File: config.mk
export PLATFORM = sky130hd
export DESIGN_NAME = swing_time_warp_top
export DESIGN_NICKNAME = d
export VERILOG_FILES = /design/src/hdl/stw_pkg.sv /design/src/hdl/stw_div.sv /design/src/hdl/stw_warp.sv /design/src/hdl/stw_split.sv /design/src/hdl/swing_time_warp_top.sv
export SDC_FILE = /design/constraint.sdc
export NUM_CORES = 1
export LEC_CHECK = 0
export ABC_CLOCK_PERIOD_IN_PS = 5600
export CORE_MARGIN = 10
export CORE_UTILIZATION = 57
export DETAILED_ROUTE_END_ITERATION = 10
export DONT_BUFFER_PORTS = 1
export PLACE_DENSITY = 0.73
export SETUP_SLACK_MARGIN = 0.4
export SYNTH_ARGS = -nofsm -noshare
export SYNTH_HDL_FRONTEND = slang
export SYNTH_SLANG_ARGS = --single-unit
File: constraint.sdc
create_clock -name clk -period 5.6 [get_ports clk]
set_input_delay 1.12 -clock clk [delete_from_list [all_inputs] [get_ports clk]]
set_output_delay 1.12 -clock clk [all_outputs]
set_load 0.02 [all_outputs]
File: src/hdl/stw_pkg.sv
package stw_pkg;

  localparam int TPQ = 960;

  // Position fields are fixed at 16 bits unsigned; the doubled position fits 16 bits.
  localparam int XW = 16;

  // Reciprocal of TPQ at XW fraction bits; the estimate is at most one low.
  localparam int RECIP = (2 ** XW) / TPQ;
  localparam int RCW = $clog2(RECIP + 1);

  localparam int QW = $clog2((2 ** XW - 1) / TPQ + 1);
  localparam int TW = $clog2(TPQ + 1);
  localparam int RW = (TPQ > 1) ? $clog2(TPQ) : 1;

  // Positions in 1/24 tick: 24 * 32767 fits 20 bits.
  localparam int R24W = 20;
  localparam int U24F = 24 * TPQ;
  localparam int U24H = 12 * TPQ;
  localparam int UW = $clog2(U24F + 1);
  localparam int GW = $clog2(12 * TPQ + 1);

  // Sixth-tick value and its split into whole ticks and sixths.
  localparam int SW = R24W - 2;
  localparam int R6SH = 21;
  localparam int RECIP6 = (2 ** R6SH) / 6;
  localparam int R6W = $clog2(RECIP6 + 1);
  localparam int WQW = 16;

  typedef enum logic [2:0] {
    FEEL_NONE     = 3'd0,
    FEEL_TRIP8    = 3'd1,
    FEEL_TRIP16   = 3'd2,
    FEEL_DOT8     = 3'd3,
    FEEL_DOT16    = 3'd4,
    FEEL_SNAP8    = 3'd5,
    FEEL_SNAP16   = 3'd6,
    FEEL_NONE_ALT = 3'd7
  } stw_feel_t;

  typedef struct packed {
    logic signed [15:0] w;
    logic               bypass;
    logic               half;
    logic [3:0]         sn;
    logic [XW-1:0]      x;
    logic [XW-1:0]      mbar;
  } stw_dec_t;

  typedef struct packed {
    logic signed [15:0] w;
    logic               bypass;
    logic               half;
    logic [3:0]         sn;
    logic [QW-1:0]      q;
    logic [RW-1:0]      rem;
  } stw_quo_t;

  typedef struct packed {
    logic signed [15:0] w;
    logic               bypass;
    logic [R24W-1:0]    r24;
  } stw_pos_t;

  // First-half share of a pair in twelfths.
  function automatic logic [3:0] share_of(stw_feel_t feel);
    logic [3:0] sn;
    case (feel)
      FEEL_TRIP8, FEEL_TRIP16: sn = 4'd8;
      FEEL_DOT8, FEEL_DOT16:   sn = 4'd9;
      FEEL_SNAP8, FEEL_SNAP16: sn = 4'd3;
      default:                 sn = 4'd6;
    endcase
    return sn;
  endfunction

  // Sixteenth-level feels use a pair of one eighth note.
  function automatic logic is_half(stw_feel_t feel);
    return feel inside {FEEL_TRIP16, FEEL_DOT16, FEEL_SNAP16};
  endfunction

endpackage

File: src/hdl/stw_div.sv
module stw_div
  import stw_pkg::*;
(
  input  logic     clk,
  input  logic     rst_n,
  input  logic     in_vld,
  input  stw_dec_t in_data,
  output logic     in_rdy,
  output logic     out_vld,
  output stw_quo_t out_data,
  input  logic     out_rdy
);

  localparam logic [XW:0] TPQ1 = (XW + 1)'(TPQ);
  localparam logic [XW:0] TPQ2 = (XW + 1)'(2 * TPQ);
  localparam logic [XW-1:0] TPQX = XW'(TPQ);

  logic               b_vld_r, c_vld_r, d_vld_r;
  logic               adv_b, adv_c, adv_d;

  stw_dec_t           b_dec_r;
  logic [XW+RCW-1:0]  b_p_r, b_p_nxt;

  stw_dec_t           c_dec_r;
  logic [QW-1:0]      c_qa_r, c_qa_nxt;
  logic [XW-1:0]      c_qt_r, c_qt_nxt;

  stw_quo_t           d_r, d_nxt;
  logic [XW-1:0]      rem0;
  logic               corr;
  logic [XW:0]        lim;

  assign adv_d = !d_vld_r || out_rdy;
  assign adv_c = !c_vld_r || adv_d;
  assign adv_b = !b_vld_r || adv_c;
  assign in_rdy = adv_b;

  // Estimate the quotient by the reciprocal.
  assign b_p_nxt = in_data.x * RCW'(RECIP);

  assign c_qa_nxt = b_p_r[XW +: QW];

  assign c_qt_nxt = XW'(c_qa_nxt) * XW'(TPQ);

  // Correct the estimate once, then check that the pair closes inside the bar.
  always_comb begin
    rem0 = c_dec_r.x - c_qt_r;
    corr = (rem0 >= TPQX);
    lim  = {1'b0, c_qt_r} + (corr ? TPQ2 : TPQ1);
    d_nxt.w      = c_dec_r.w;
    d_nxt.half   = c_dec_r.half;
    d_nxt.sn     = c_dec_r.sn;
    d_nxt.q      = c_qa_r + QW'(corr);
    d_nxt.rem    = corr ? RW'(rem0 - TPQX) : RW'(rem0);
    d_nxt.bypass = c_dec_r.bypass || ({1'b0, c_dec_r.mbar} < lim);
  end

  always_ff @(posedge clk) begin
    if (!rst_n) begin
      b_vld_r <= 1'b0;
      c_vld_r <= 1'b0;
      d_vld_r <= 1'b0;
    end else begin
      if (adv_b) b_vld_r <= in_vld;
      if (adv_c) c_vld_r <= b_vld_r;
      if (adv_d) d_vld_r <= c_vld_r;
    end
  end

  always_ff @(posedge clk) begin
    if (adv_b && in_vld) begin
      b_dec_r <= in_data;
      b_p_r   <= b_p_nxt;
    end
    if (adv_c && b_vld_r) begin
      c_dec_r <= b_dec_r;
      c_qa_r  <= c_qa_nxt;
      c_qt_r  <= c_qt_nxt;
    end
    if (adv_d && c_vld_r) begin
      d_r <= d_nxt;
    end
  end

  assign out_vld  = d_vld_r;
  assign out_data = d_r;

endmodule

File: src/hdl/stw_warp.sv
module stw_warp
  import stw_pkg::*;
(
  input  logic     clk,
  input  logic     rst_n,
  input  logic     in_vld,
  input  stw_quo_t in_data,
  output logic     in_rdy,
  output logic     out_vld,
  output stw_pos_t out_data,
  input  logic     out_rdy
);

  localparam logic [RW:0] TPQR = (RW + 1)'(TPQ);

  logic              e_vld_r, f_vld_r;
  logic              adv_e, adv_f;

  logic signed [15:0] e_w_r;
  logic              e_bypass_r, e_half_r;
  logic [R24W-1:0]   e_begin_r, e_begin_nxt;
  logic [GW-1:0]     e_g_r, e_g_nxt;

  stw_pos_t          f_r, f_nxt;

  logic [UW-1:0]     unit24;
  logic [QW+UW-1:0]  begin_full;
  logic [RW:0]       rem2, offs;
  logic              second;
  logic [3:0]        k;
  logic [RW+4:0]     dk;
  logic [GW-1:0]     base;

  assign adv_f  = !f_vld_r || out_rdy;
  assign adv_e  = !e_vld_r || adv_f;
  assign in_rdy = adv_e;

  // Pair start, and the offset moved by the share of the half it lies in.
  always_comb begin
    unit24      = in_data.half ? UW'(U24H) : UW'(U24F);
    begin_full  = in_data.q * unit24;
    e_begin_nxt = begin_full[R24W-1:0];
    rem2        = {in_data.rem, 1'b0};
    second      = (rem2 >= TPQR);
    offs        = second ? (rem2 - TPQR) : rem2;
    k           = second ? (4'd12 - in_data.sn) : in_data.sn;
    dk          = offs * k;
    base        = second ? GW'(TPQ * int'(in_data.sn)) : '0;
    e_g_nxt     = base + GW'(dk);
  end

  always_comb begin
    f_nxt.w      = e_w_r;
    f_nxt.bypass = e_bypass_r;
    f_nxt.r24    = e_begin_r + (e_half_r ? R24W'(e_g_r) : R24W'({e_g_r, 1'b0}));
  end

  always_ff @(posedge clk) begin
    if (!rst_n) begin
      e_vld_r <= 1'b0;
      f_vld_r <= 1'b0;
    end else begin
      if (adv_e) e_vld_r <= in_vld;
      if (adv_f) f_vld_r <= e_vld_r;
    end
  end

  always_ff @(posedge clk) begin
    if (adv_e && in_vld) begin
      e_w_r      <= in_data.w;
      e_bypass_r <= in_data.bypass;
      e_half_r   <= in_data.half;
      e_begin_r  <= e_begin_nxt;
      e_g_r      <= e_g_nxt;
    end
    if (adv_f && e_vld_r) begin
      f_r <= f_nxt;
    end
  end

  assign out_vld  = f_vld_r;
  assign out_data = f_r;

endmodule

File: src/hdl/stw_split.sv
module stw_split
  import stw_pkg::*;
(
  input  logic               clk,
  input  logic               rst_n,
  input  logic               in_vld,
  input  stw_pos_t           in_data,
  output logic               in_rdy,
  output logic               out_vld,
  output logic signed [15:0] out_played_pos,
  output logic [2:0]         out_frac_sixths,
  input  logic               out_rdy
);

  logic               g_vld_r, h_vld_r;
  logic               adv_g, adv_h;

  logic signed [15:0] g_w_r;
  logic               g_bypass_r;
  logic [SW-1:0]      g_s_r, g_s_nxt;
  logic [SW+R6W-1:0]  g_p_r, g_p_nxt;

  logic signed [15:0] h_pos_r, h_pos_nxt;
  logic [2:0]         h_frac_r, h_frac_nxt;

  logic [WQW-1:0]     wh0, whole;
  logic [SW-1:0]      mul6, fr0;
  logic               corr;

  assign adv_h  = !h_vld_r || out_rdy;
  assign adv_g  = !g_vld_r || adv_h;
  assign in_rdy = adv_g;

  // Drop the 1/24-tick bits below a sixth, then divide by six.
  assign g_s_nxt = in_data.r24[R24W-1:2];
  assign g_p_nxt = g_s_nxt * R6W'(RECIP6);

  always_comb begin
    wh0   = g_p_r[R6SH +: WQW];
    mul6  = SW'({wh0, 2'b00}) + SW'({wh0, 1'b0});
    fr0   = g_s_r - mul6;
    corr  = (fr0[3:0] >= 4'd6);
    whole = wh0 + WQW'(corr);
    h_frac_nxt = g_bypass_r ? 3'd0 : (corr ? 3'(fr0[3:0] - 4'd6) : fr0[2:0]);
    h_pos_nxt  = g_bypass_r ? g_w_r : signed'(whole);
  end

  always_ff @(posedge clk) begin
    if (!rst_n) begin
      g_vld_r <= 1'b0;
      h_vld_r <= 1'b0;
    end else begin
      if (adv_g) g_vld_r <= in_vld;
      if (adv_h) h_vld_r <= g_vld_r;
    end
  end

  always_ff @(posedge clk) begin
    if (adv_g && in_vld) begin
      g_w_r      <= in_data.w;
      g_bypass_r <= in_data.bypass;
      g_s_r      <= g_s_nxt;
      g_p_r      <= g_p_nxt;
    end
    if (adv_h && g_vld_r) begin
      h_pos_r  <= h_pos_nxt;
      h_frac_r <= h_frac_nxt;
    end
  end

  assign out_vld         = h_vld_r;
  assign out_played_pos  = h_pos_r;
  assign out_frac_sixths = h_frac_r;

endmodule

File: src/hdl/swing_time_warp_top.sv
// Channel   Direction  Beat fields                          Handshake
// in_       input      written_pos s16, feel_code u3,       in_valid / in_stall
//                      bar_len u15
// out_      output     played_pos s16, frac_sixths u3       out_valid / out_stall
//
// One beat enters per cycle while out_stall is low; each beat passes through
// eight register stages (decode, three for the divide by the quarter length,
// two for the warp, two for the split into sixths).
// Reset clears the stage valid bits only.
// out_stall holds the output beat; bubbles inside the pipeline still close up,
// so in_stall rises only when every stage holds a beat.
module swing_time_warp_top
  import stw_pkg::*;
(
  input  logic               clk,
  input  logic               rst_n,
  input  logic               in_valid,
  output logic               in_stall,
  input  logic signed [15:0] in_written_pos,
  input  logic [2:0]         in_feel_code,
  input  logic [14:0]        in_bar_len,
  output logic               out_valid,
  input  logic               out_stall,
  output logic signed [15:0] out_played_pos,
  output logic [2:0]         out_frac_sixths
);

  // Decode stage.
  logic      a_vld_r;
  stw_dec_t  a_r, a_nxt;
  logic      adv_a;
  stw_feel_t feel;

  // Stage boundaries between the units.
  logic      div_rdy;
  logic      quo_vld, quo_rdy;
  stw_quo_t  quo;
  logic      pos_vld, pos_rdy;
  stw_pos_t  pos;

  assign adv_a    = !a_vld_r || div_rdy;
  assign in_stall = !adv_a;

  // Decode the feel. Pass the position through unchanged for no swing or a
  // negative position; the bar check joins that flag after the divide.
  always_comb begin
    feel         = stw_feel_t'(in_feel_code);
    a_nxt.w      = in_written_pos;
    a_nxt.bypass = (feel inside {FEEL_NONE, FEEL_NONE_ALT}) || in_written_pos[15];
    a_nxt.half   = is_half(feel);
    a_nxt.sn     = share_of(feel);
    // Count in pair units: doubling the position and bar halves the unit.
    a_nxt.x      = a_nxt.half ? {in_written_pos[14:0], 1'b0}
                              : {1'b0, in_written_pos[14:0]};
    a_nxt.mbar   = a_nxt.half ? {in_bar_len, 1'b0} : {1'b0, in_bar_len};
  end

  always_ff @(posedge clk) begin
    if (!rst_n) begin
      a_vld_r <= 1'b0;
    end else if (adv_a) begin
      a_vld_r <= in_valid;
    end
  end

  always_ff @(posedge clk) begin
    if (adv_a && in_valid) begin
      a_r <= a_nxt;
    end
  end

  // Pair index and offset into the pair.
  stw_div u_div (
    .clk      (clk),
    .rst_n    (rst_n),
    .in_vld   (a_vld_r),
    .in_data  (a_r),
    .in_rdy   (div_rdy),
    .out_vld  (quo_vld),
    .out_data (quo),
    .out_rdy  (quo_rdy)
  );

  // Stretch the offset onto the share, in 1/24 tick.
  stw_warp u_warp (
    .clk      (clk),
    .rst_n    (rst_n),
    .in_vld   (quo_vld),
    .in_data  (quo),
    .in_rdy   (quo_rdy),
    .out_vld  (pos_vld),
    .out_data (pos),
    .out_rdy  (pos_rdy)
  );

  // Whole ticks and sixths; the last stage is the output register.
  stw_split u_split (
    .clk             (clk),
    .rst_n           (rst_n),
    .in_vld          (pos_vld),
    .in_data         (pos),
    .in_rdy          (pos_rdy),
    .out_vld         (out_valid),
    .out_played_pos  (out_played_pos),
    .out_frac_sixths (out_frac_sixths),
    .out_rdy         (!out_stall)
  );

  // With the output free to move, every stage can advance.
  a_ready_when_out_free: assert property (
    @(posedge clk) disable iff (!rst_n) (!out_valid || !out_stall) |-> !in_stall)
    else $error("input stalled while the output can advance");

  // The corrected remainder stays inside one pair unit.
  a_rem_in_unit: assert property (
    @(posedge clk) disable iff (!rst_n) (quo_vld && !quo.bypass) |-> (quo.rem < RW'(TPQ)))
    else $error("pair remainder out of range");

  // A swung beat always carries a non-negative written position.
  a_swing_nonneg: assert property (
    @(posedge clk) disable iff (!rst_n) (pos_vld && !pos.bypass) |-> !pos.w[15])
    else $error("swung beat carries a negative position");

  a_frac_range: assert property (
    @(posedge clk) disable iff (!rst_n) out_valid |-> (out_frac_sixths <= 3'd5))
    else $error("sixths remainder out of range");

endmodule
==> results of run 1 <==
==> registers in the layout, indices dropped and copies added, names as in the netlist, 16 cells and up <==
name / count
u_split.out_played_pos: 16
u_div.c_dec_r: 48
u_split.g_p_r: 18
u_warp.out_data: 35
u_div.b_dec_r: 48
a_r: 48
u_split.g_w_r: 16
u_div.out_data: 39
u_warp.e_w_r: 16
==> metal layers <==
metal  global-route usage  vias to the layer above
li1                     -                     5906
met1                0.208                     5794
met2                0.308                      153
met3               0.0219                       51
met4               0.0501                        0
met5                    0                        -
==> cell families (layout without fill, tap and decap cells) <==
family | count (synthesis) | count (layout)
other cells | 2 | 4
simple gates | 352 | 352
xor+xnor | 110 | 110
mux | 18 | 18
fa+ha+maj | 364 | 364
compound gates | 218 | 218
flops | 348 | 348
buf+inv | 228 | 348
==> power groups by stage <==
stage / Clock (mW) / Combinational, mW / Sequential, mW
final: 2.21 / 1.26 / 3.05
after global routing: 2.36 / 1.42 / 3.06
after CTS: 2.26 / 1.22 / 3.06
after detailed placement: 0 / 1.11 / 3.11
after global placement: 0 / 1.08 / 3.11
after floorplan: 0 / 0.824 / 3.08
==> worst max path at each step <==
stage                        startpoint                end  slack, ns  cells after the start
detailed placement   u_warp.out_data[5]  u_split.g_p_r[33]       -0.1                     19
global route        u_warp.out_data[16]  u_split.g_p_r[30]       0.04                     19
floorplan           u_warp.out_data[16]  u_split.g_p_r[33]       0.27                     18
global placement     u_warp.out_data[5]  u_split.g_p_r[33]      -0.06                     19
CTS                  u_warp.out_data[7]  u_split.g_p_r[30]       0.06                     19
finish              u_warp.out_data[16]  u_split.g_p_r[33]       0.18                     18
==> final cells by class <==
cell class | count | area [um^2]
fillers | 2632 | 12800
flip-flops and latches | 348 | 10400
multi-input cells | 1066 | 10200
clock buffers | 51 | 978
inverters | 206 | 773
repair buffers | 79 | 612
well taps | 468 | 586
clock inverters | 12 | 120
==> what timing repair did <==
item | 4_1_cts | 5_1_grt
endpoints found under the setup margin | 15 | 19
hold buffers | 0 | 0
resized for setup | 59 | 25
pin swaps | 55 | 32
setup buffers | 6 | 8
==> cells in the final DEF (no fill, tap or decap), types with 5 or more instances in the layout <==
cell	synthesis	routed
a21oi_1	65	54
or2_2	5	5
buf_4	0	74
edfxtp_1	340	340
xnor2_1	69	68
nand4_1	11	11
clkbuf_16	0	37
o21ai_0	50	46
inv_1	205	196
xor2_1	41	41
ha_1	231	219
inv_2	0	9
mux2_2	14	14
a21o_1	30	30
o21bai_1	6	5
ha_4	0	11
nand3_1	32	29
dfxtp_1	8	8
fa_1	133	128
o21a_1	10	10
a21oi_2	1	8
nor2b_1	18	14
and2_1	33	32
nand2_1	156	154
buf_6	1	5
nand2b_1	11	11
nor3_1	15	14
fa_2	0	5
nor2_1	49	48
and3_1	10	8
a31oi_1	8	6
clkbuf_1	20	14
==> results.toml, run 1 <==
[outcome]
status = "completed"

[detailed_routing]
ant_nets = 0
totalWireLength_mm = 37.1
met2_wirelength_mm = 19.6
avgViaCountPerCell = 5.34
drt-met1-wl_mm = 15.6
highest_layer = "met4"
wl_per_cell_um = 16.6
via_count = 11904
drt_iter0_markers = 573
first_pass_iters = 4
drc = 0
wl_met3_um = 981

[critical_path]
arrival_ns = 5.69
crit_fanout = 3
regToRegSetupSlack_ns = 0.18
cp_cell_sequence = "ha_4 > inv_2 > fa_1 > inv_2 > fa_2 > fa_1 > buf_4 > fa_1 > fa_1 > ha_4 > and3_4 > nand4_1 > a211oi_2 > buf_4 > a211o_4 > a21oi_4 > nor4b_4 > a311o_1"
crit_slowest_cell = "fa_1"
timing.critical_path.mode_cell = "fa_1"
worst_setup_path_end_kind = "flop"
r2r-start = "u_warp.out_data[16]"
rr_endpoint = "u_split.g_p_r[33]"
crit_family = "adder cells"
crit_type = "reg -> reg"
critical_path.startpoint_type = "flop"
cp_num_buf_inv = 4
worst-r2r-cell-count = 18
cpPeakStageDelay_ns = 0.57
cp.required_ns = 5.88

[sta]
finalSetupViolCount = 0
fin_crit_ns = 5.42
rsz0062_at_grt = "yes"
fmax_mhz = 185
fin_setup_tns_ns = 0
maxSlewHeadroom = 0.227
timing.hold.ws_ns = 0.409
finalCritPeriodShare = 0.967
finClkSkew_ns = 0.0260
worstMarginPinSlew_ns = 1.16
hold_viol_final = 0
finalMaxSlewViolations = 0
timing.final.ws_setup_ns = 0.183

[floorplanning]
die_y_um = 212
ioPinCount = 59
rows = 70
coreArea_mm2 = 0.0364
initial_core_util = 0.576
die_area_mm2 = 0.0449
die_w_um = 212

[global_routing]
grt_start_max_net_pins = 56
track_usage = 0.170
antenna_found_initial = 0
grt_pass1_vias = 12628
grt_pass1_wl_mm = 62.3
overflow = 0

[layout]
postLayoutCellArea_mm2 = 0.0237
fin_nets = 2140
n_antenna_cell = 0
drive_gt1_frac = 0.125
areaGrowthSynthToFinish_pct = 12.9
final_cells = 2230
final_util = 0.650

[power]
peakVddDrop_mv = 0.269
p_leak_nw = 9.91
finalPower_mw = 6.53
p_clk_frac = 0.338
p_sw_frac = 0.261
power_frac_comb = 0.194
power.density_mw_per_mm2 = 276
p_seq_frac = 0.468
internal_power_mw = 4.83
p_sw_mw = 1.70

[run]
maxCapViolCount = 0

[synthesis]
synth_top_cell_by_area = "edfxtp_1"
synthXorXnorAreaFrac = 0.0459
ys.warnings.count = 0
synth_top_area_share = 0.487
synth-compound-area-share = 0.0656
ys_types = 62
yosys.area_share.simple = 0.0783
syn_avg_cell_area_um2 = 12.8
yosysSeqAreaShare = 0.494
muxShareOfSynthArea = 0.00966
synth_common_cells = "edfxtp_1 (340), ha_1 (231), inv_1 (205), nand2_1 (156), fa_1 (133)"
synthTopCellsByArea = "edfxtp_1 (49%), ha_1 (14%), fa_1 (13%)"
synth_top_family_by_area = "adder cells"
ys_ff_latch = 348
ys_dominant_reg_cell = "edfxtp_1"
synthArstFlopShare = 0
netlist_area_mm2 = 0.0210
synth_edf_count = 340
synth_cells = 1640
synth.most_common_cell = "edfxtp_1"
synth_fa_ha_area_frac = 0.265

[cts]
clk_pin_slew_ns = 0.06
cts_sinks = 348
clock-root-buffer = "clkbuf_16"
insertion_delay_ns = 0.53
cts-buffers-inserted = 37
cts_tree = "built"
clock_path_buffers = 3
htree_levels = 2

[min_path]
min_path_type = "reg -> reg"
hold_path_depth = 0
hold_path_end = "u_warp.out_data[22]"
hp-start = "u_warp.e_w_r[1]"

[placed_design]
portBuffers = 0
dp.cells = 2153
placed_cell_area_mm2 = 0.0221
gp_congestion = 0.863
dp_slack_ns = -0.0951
dp_hpwl_mm = 28.8
Note: power is estimated with default switching activity, not from simulation.
==> inputs of run 2 (changes only) <==
- CORE_ASPECT_RATIO: unset -> 0.6
==> results.toml, run 2 (same netlist as run 1, synthesis figures left out) <==
[power]
finalPower_mw = 6.52
p_clk_frac = 0.337
p_sw_mw = 1.67
power_frac_comb = 0.195
internal_power_mw = 4.85
power.density_mw_per_mm2 = 279
p_seq_frac = 0.468
p_leak_nw = 9.73
peakVddDrop_mv = 0.305
p_sw_frac = 0.256

[placed_design]
gp_congestion = 0.871
dp_hpwl_mm = 30.5
portBuffers = 0

[sta]
finalCritPeriodShare = 0.973
worstMarginPinSlew_ns = 1.20
fmax_mhz = 184
maxSlewHeadroom = 0.200
hold_viol_final = 0
finalMaxSlewViolations = 0
fin_crit_ns = 5.45
finalSetupViolCount = 0
fin_setup_tns_ns = 0
finClkSkew_ns = 0.0213
rsz0062_at_grt = "yes"

[critical_path]
rr_endpoint = "u_split.g_p_r[34]"
critical_path.startpoint_type = "flop"
cp_num_buf_inv = 4
timing.critical_path.mode_cell = "fa_2"
cp.required_ns = 5.91
crit_slowest_cell = "fa_2"
cpPeakStageDelay_ns = 0.56
worst-r2r-cell-count = 18
r2r-start = "u_warp.out_data[16]"
crit_type = "reg -> reg"
regToRegSetupSlack_ns = 0.15
arrival_ns = 5.76
crit_family = "adder cells"
cp_cell_sequence = "ha_4 > inv_2 > fa_2 > inv_2 > fa_2 > buf_6 > buf_6 > fa_2 > fa_2 > fa_2 > ha_4 > and3_4 > nand4_1 > a211oi_2 > a211o_2 > a211oi_2 > o31ai_1 > xor2_1"
crit_fanout = 4
worst_setup_path_end_kind = "flop"

[global_routing]
track_usage = 0.180
grt_pass1_wl_mm = 65.4
grt_pass1_vias = 12422
antenna_found_initial = 3
overflow = 0
grt_start_max_net_pins = 65

[floorplanning]
ioPinCount = 59
rows = 54
die_w_um = 268
die_y_um = 169
initial_core_util = 0.577
die_area_mm2 = 0.0451
coreArea_mm2 = 0.0363

[layout]
n_antenna_cell = 0
final_common_cell = "edfxtp_1"
reg_top3 = "a_r x48, u_div.b_dec_r x48, u_div.c_dec_r x48"
areaGrowthSynthToFinish_pct = 11.4
layout_common_cells = "edfxtp_1 (340), ha_1 (219), inv_1 (197)"
fin_nets = 2100
drive_gt1_frac = 0.109

[detailed_routing]
drc = 0
first_pass_iters = 7
totalWireLength_mm = 40.0
avgViaCountPerCell = 5.47
wl_per_cell_um = 18.2
via_count = 12025
drt_iter0_markers = 974
ant_nets = 0

[cts]
clock_path_buffers = 3
cts_hold_buf = 0
htree_levels = 1
insertion_delay_ns = 0.58
cts_sinks = 348
cts_tree = "built"
cts-buffers-inserted = 29
clk_pin_slew_ns = 0.07
clock-root-buffer = "clkbuf_16"

[min_path]
hold_path_end = "u_div.out_data[21]"
hp-start = "u_div.c_dec_r[36]"
min_path_type = "reg -> reg"
hold_path_depth = 0

[run]
maxCapViolCount = 0

[outcome]
status = "completed"
## run 2: worst max-delay path by stage
stage                     cells after the start  slack, ns                start                end
after floorplan                              18       0.27  u_warp.out_data[16]  u_split.g_p_r[33]
after global placement                       16       0.05  u_warp.out_data[19]  u_split.g_p_r[33]
after detailed placement                     16     -0.003  u_warp.out_data[17]  u_split.g_p_r[32]
after CTS                                    19       0.09  u_warp.out_data[14]  u_split.g_p_r[30]
after global routing                         18      -0.02   u_warp.out_data[5]  u_split.g_p_r[34]
final                                        18       0.15  u_warp.out_data[16]  u_split.g_p_r[34]
## run 2: power groups by stage
stage               registers, mW  logic (mW)  clock network, mW
finish                       3.05        1.27               2.20
floorplan                    3.08       0.824                  0
detailed placement           3.11        1.10                  0
global placement             3.10        1.06                  0
CTS                          3.05        1.18               2.24
global route                 3.06        1.42               2.34
## run 2: layout make-up
cell class / instances / area [um^2]
Tap cell: 476 / 596
Multi-Input combinational cell: 1066 / 10200
Sequential cell: 348 / 10400
Clock buffer: 45 / 856
Timing Repair Buffer: 47 / 387
Fill cell: 2657 / 13000
Inverter: 206 / 778
Clock inverter: 9 / 194
## run 2: repair_timing
action,in CTS,in global routing
setup endpoints to repair,17,21
pin swaps,39,34
buffers inserted,11,14
resized for setup,41,46
## run 2: per-stage QoR
stage,area [um^2],std cells,utilization,hold WS [ns],worst slack (ns)
6_report,23400,2197,0.643,0.412,0.151
5_1_grt,23400,2197,0.643,0.415,-0.0197
4_1_cts,23100,2183,0.634,0.414,0.0876
3_5_place_dp,21800,2118,0.599,0.405,-0.00285
3_3_place_gp,21800,2118,0.599,0.401,0.0465
2_1_floorplan,21000,1642,-,0.400,0.274
## run 2: layer usage
| layer | GRT usage | vias to the layer above | routed length, um |
|---|---|---|---|
| li1 | - | 5820 | - |
| met1 | 0.264 | 5848 | 19700 |
| met2 | 0.277 | 298 | 17500 |
| met3 | 0.0320 | 59 | 2110 |
| met4 | 0.0365 | 0 | 734 |
| met5 | 0 | - | 0 |
==> inputs of run 3 (changes only) <==
--- a/config.mk
+++ b/config.mk
@@ -15,4 +15,6 @@
 export SETUP_SLACK_MARGIN = 0.4
+export SKIP_CTS_REPAIR_TIMING = 1
 export SYNTH_ARGS = -nofsm -noshare
 export SYNTH_HDL_FRONTEND = slang
+export SYNTH_HIERARCHICAL = 1
 export SYNTH_SLANG_ARGS = --single-unit
--- a/constraint.sdc
+++ b/constraint.sdc
@@ -3,2 +3,2 @@
 set_output_delay 1.12 -clock clk [all_outputs]
-set_load 0.02 [all_outputs]
+set_load 0.005 [all_outputs]
==> results.toml, run 3 <==
[placed_design]
dp_hpwl_mm = 32.4
dp_slack_ns = -0.0557
dp.cells = 2198
portBuffers = 0
gp_congestion = 0.868

[sta]
maxSlewHeadroom = 0.220
finalCritPeriodShare = 0.987
timing.hold.ws_ns = 0.410
worstMarginPinSlew_ns = 1.17
fin_crit_ns = 5.53
timing.final.ws_setup_ns = 0.0737
finalSetupViolCount = 0
hold_viol_final = 0
rsz0062_at_grt = "yes"
finClkSkew_ns = 0.0269
finalMaxSlewViolations = 0
fmax_mhz = 181

[cts]
htree_levels = 1
clock_path_buffers = 3
clock-root-buffer = "clkbuf_16"
cts_sinks = 348
insertion_delay_ns = 0.57
clk_pin_slew_ns = 0.08
cts_tree = "built"
cts-buffers-inserted = 29

[global_routing]
grt_pass1_wl_mm = 66.7
antenna_found_initial = 2
overflow = 0
grt_pass1_vias = 12527
grt-busiest-layer = "met1"
grt_start_max_net_pins = 65
met2_usage = 0.254
track_usage = 0.180
grt_util_met3 = 0.0499
gr-usage-met1 = 0.276

[floorplanning]
coreArea_mm2 = 0.0376
initial_core_util = 0.575
rows = 55
die_w_um = 271
die_area_mm2 = 0.0464
die_y_um = 171
ioPinCount = 59

[detailed_routing]
totalWireLength_mm = 42.3
via_count = 12514
drc = 0
drt_iter0_markers = 955
wl_per_cell_um = 18.5
avgViaCountPerCell = 5.47
first_pass_iters = 5
ant_nets = 0

[synthesis]
syn_avg_cell_area_um2 = 13.0
synth_cells = 1667
netlist_area_mm2 = 0.0216
ys.warnings.count = 6

[critical_path]
critical_path.startpoint_type = "flop"
arrival_ns = 5.84
crit_type = "reg -> reg"
cp.required_ns = 5.91
regToRegSetupSlack_ns = 0.07
worst_setup_path_end_kind = "flop"
crit_fanout = 6

[layout]
reg_top3 = "a_r x48, u_div/b_dec_r x48, u_div/c_dec_r x48"
final_util = 0.644
areaGrowthSynthToFinish_pct = 11.9
final_common_cell = "edfxtp_1"
layout_common_cells = "edfxtp_1 (340), inv_1 (237), ha_1 (219)"
final_cells = 2287
drive_gt1_frac = 0.155
fin_nets = 2152

[power]
p_leak_nw = 10.0
finalPower_mw = 7.44
power.density_mw_per_mm2 = 307
peakVddDrop_mv = 0.236

[outcome]
status = "completed"

[min_path]
min_path_type = "reg -> reg"

[run]
maxCapViolCount = 0
-- run 3: cell count changes in the layout (fill, tap and decap cells not counted), moves of 7 or more --
| cell | before | now |
|---|---|---|
| nand3_1 | 30 | 22 |
| and2_1 | 32 | 12 |
| buf_4 | 38 | 63 |
| xor2_1 | 41 | 34 |
| mux2_4 | 1 | 21 |
| clkbuf_8 | 7 | 0 |
| o21a_1 | 10 | 21 |
| nand2_1 | 154 | 81 |
| inv_1 | 197 | 237 |
| nor2_1 | 48 | 72 |
| nor2b_1 | 14 | 34 |
| a21oi_1 | 54 | 47 |
-- run 3: final timing paths --
kind,startpoint,endpoint,depth (start not counted)
worst min-delay path,u_div/b_dec_r[27],u_div/c_dec_r[27],0
worst max-delay path,u_warp/out_data[5],u_split/g_p_r[34],18
worst min register to register,u_div/b_dec_r[27],u_div/c_dec_r[27],0
worst max register to register,u_warp/out_data[5],u_split/g_p_r[34],18
-- run 3: report_power, final --
group          switching, mW  internal, mW
Clock                  0.932          1.15
Combinational           1.20         0.994
Sequential            0.0811          3.08
Total                   2.21          5.22
-- run 3: metal layers --
metal  part of all wire  vias to the layer above
met5                  0                        -
met4              0.012                        0
met3              0.077                       44
met2               0.41                      332
met1               0.50                     6141
li1                   -                     5997
-- run 3: through the flow --
stage	setup TNS, ns	area (um^2)
after global routing	-0.387	24200
after global placement	-0.0111	22600
after detailed placement	-0.0557	22600
after floorplan	0	21700
final	0	24200
after CTS	-0.0548	23600
-- run 3: final cells by class --
type / count / area [um^2]
fill: 2808 / 13400
multi-input combinational: 1053 / 10700
sequential: 348 / 10400
inverter: 249 / 937
clock buffer: 32 / 737
tap: 513 / 642
timing repair buffer: 69 / 541
clock inverter: 22 / 243
antenna: 1 / 2.50
-- run 3: critical path: stages, from the launching register on --
cell       delay [ns]
edfxtp_1         0.43
ha_4             0.30
inv_2            0.03
fa_1             0.51
inv_2            0.05
fa_2             0.57
inv_4            0.07
fa_1             0.56
fa_1             0.44
fa_1             0.51
inv_1            0.06
ha_4             0.28
a21oi_2          0.28
o2111ai_2        0.17
a41oi_2          0.20
a21oi_2          0.10
a221o_2          0.38
o21a_1           0.20
xor2_1           0.13
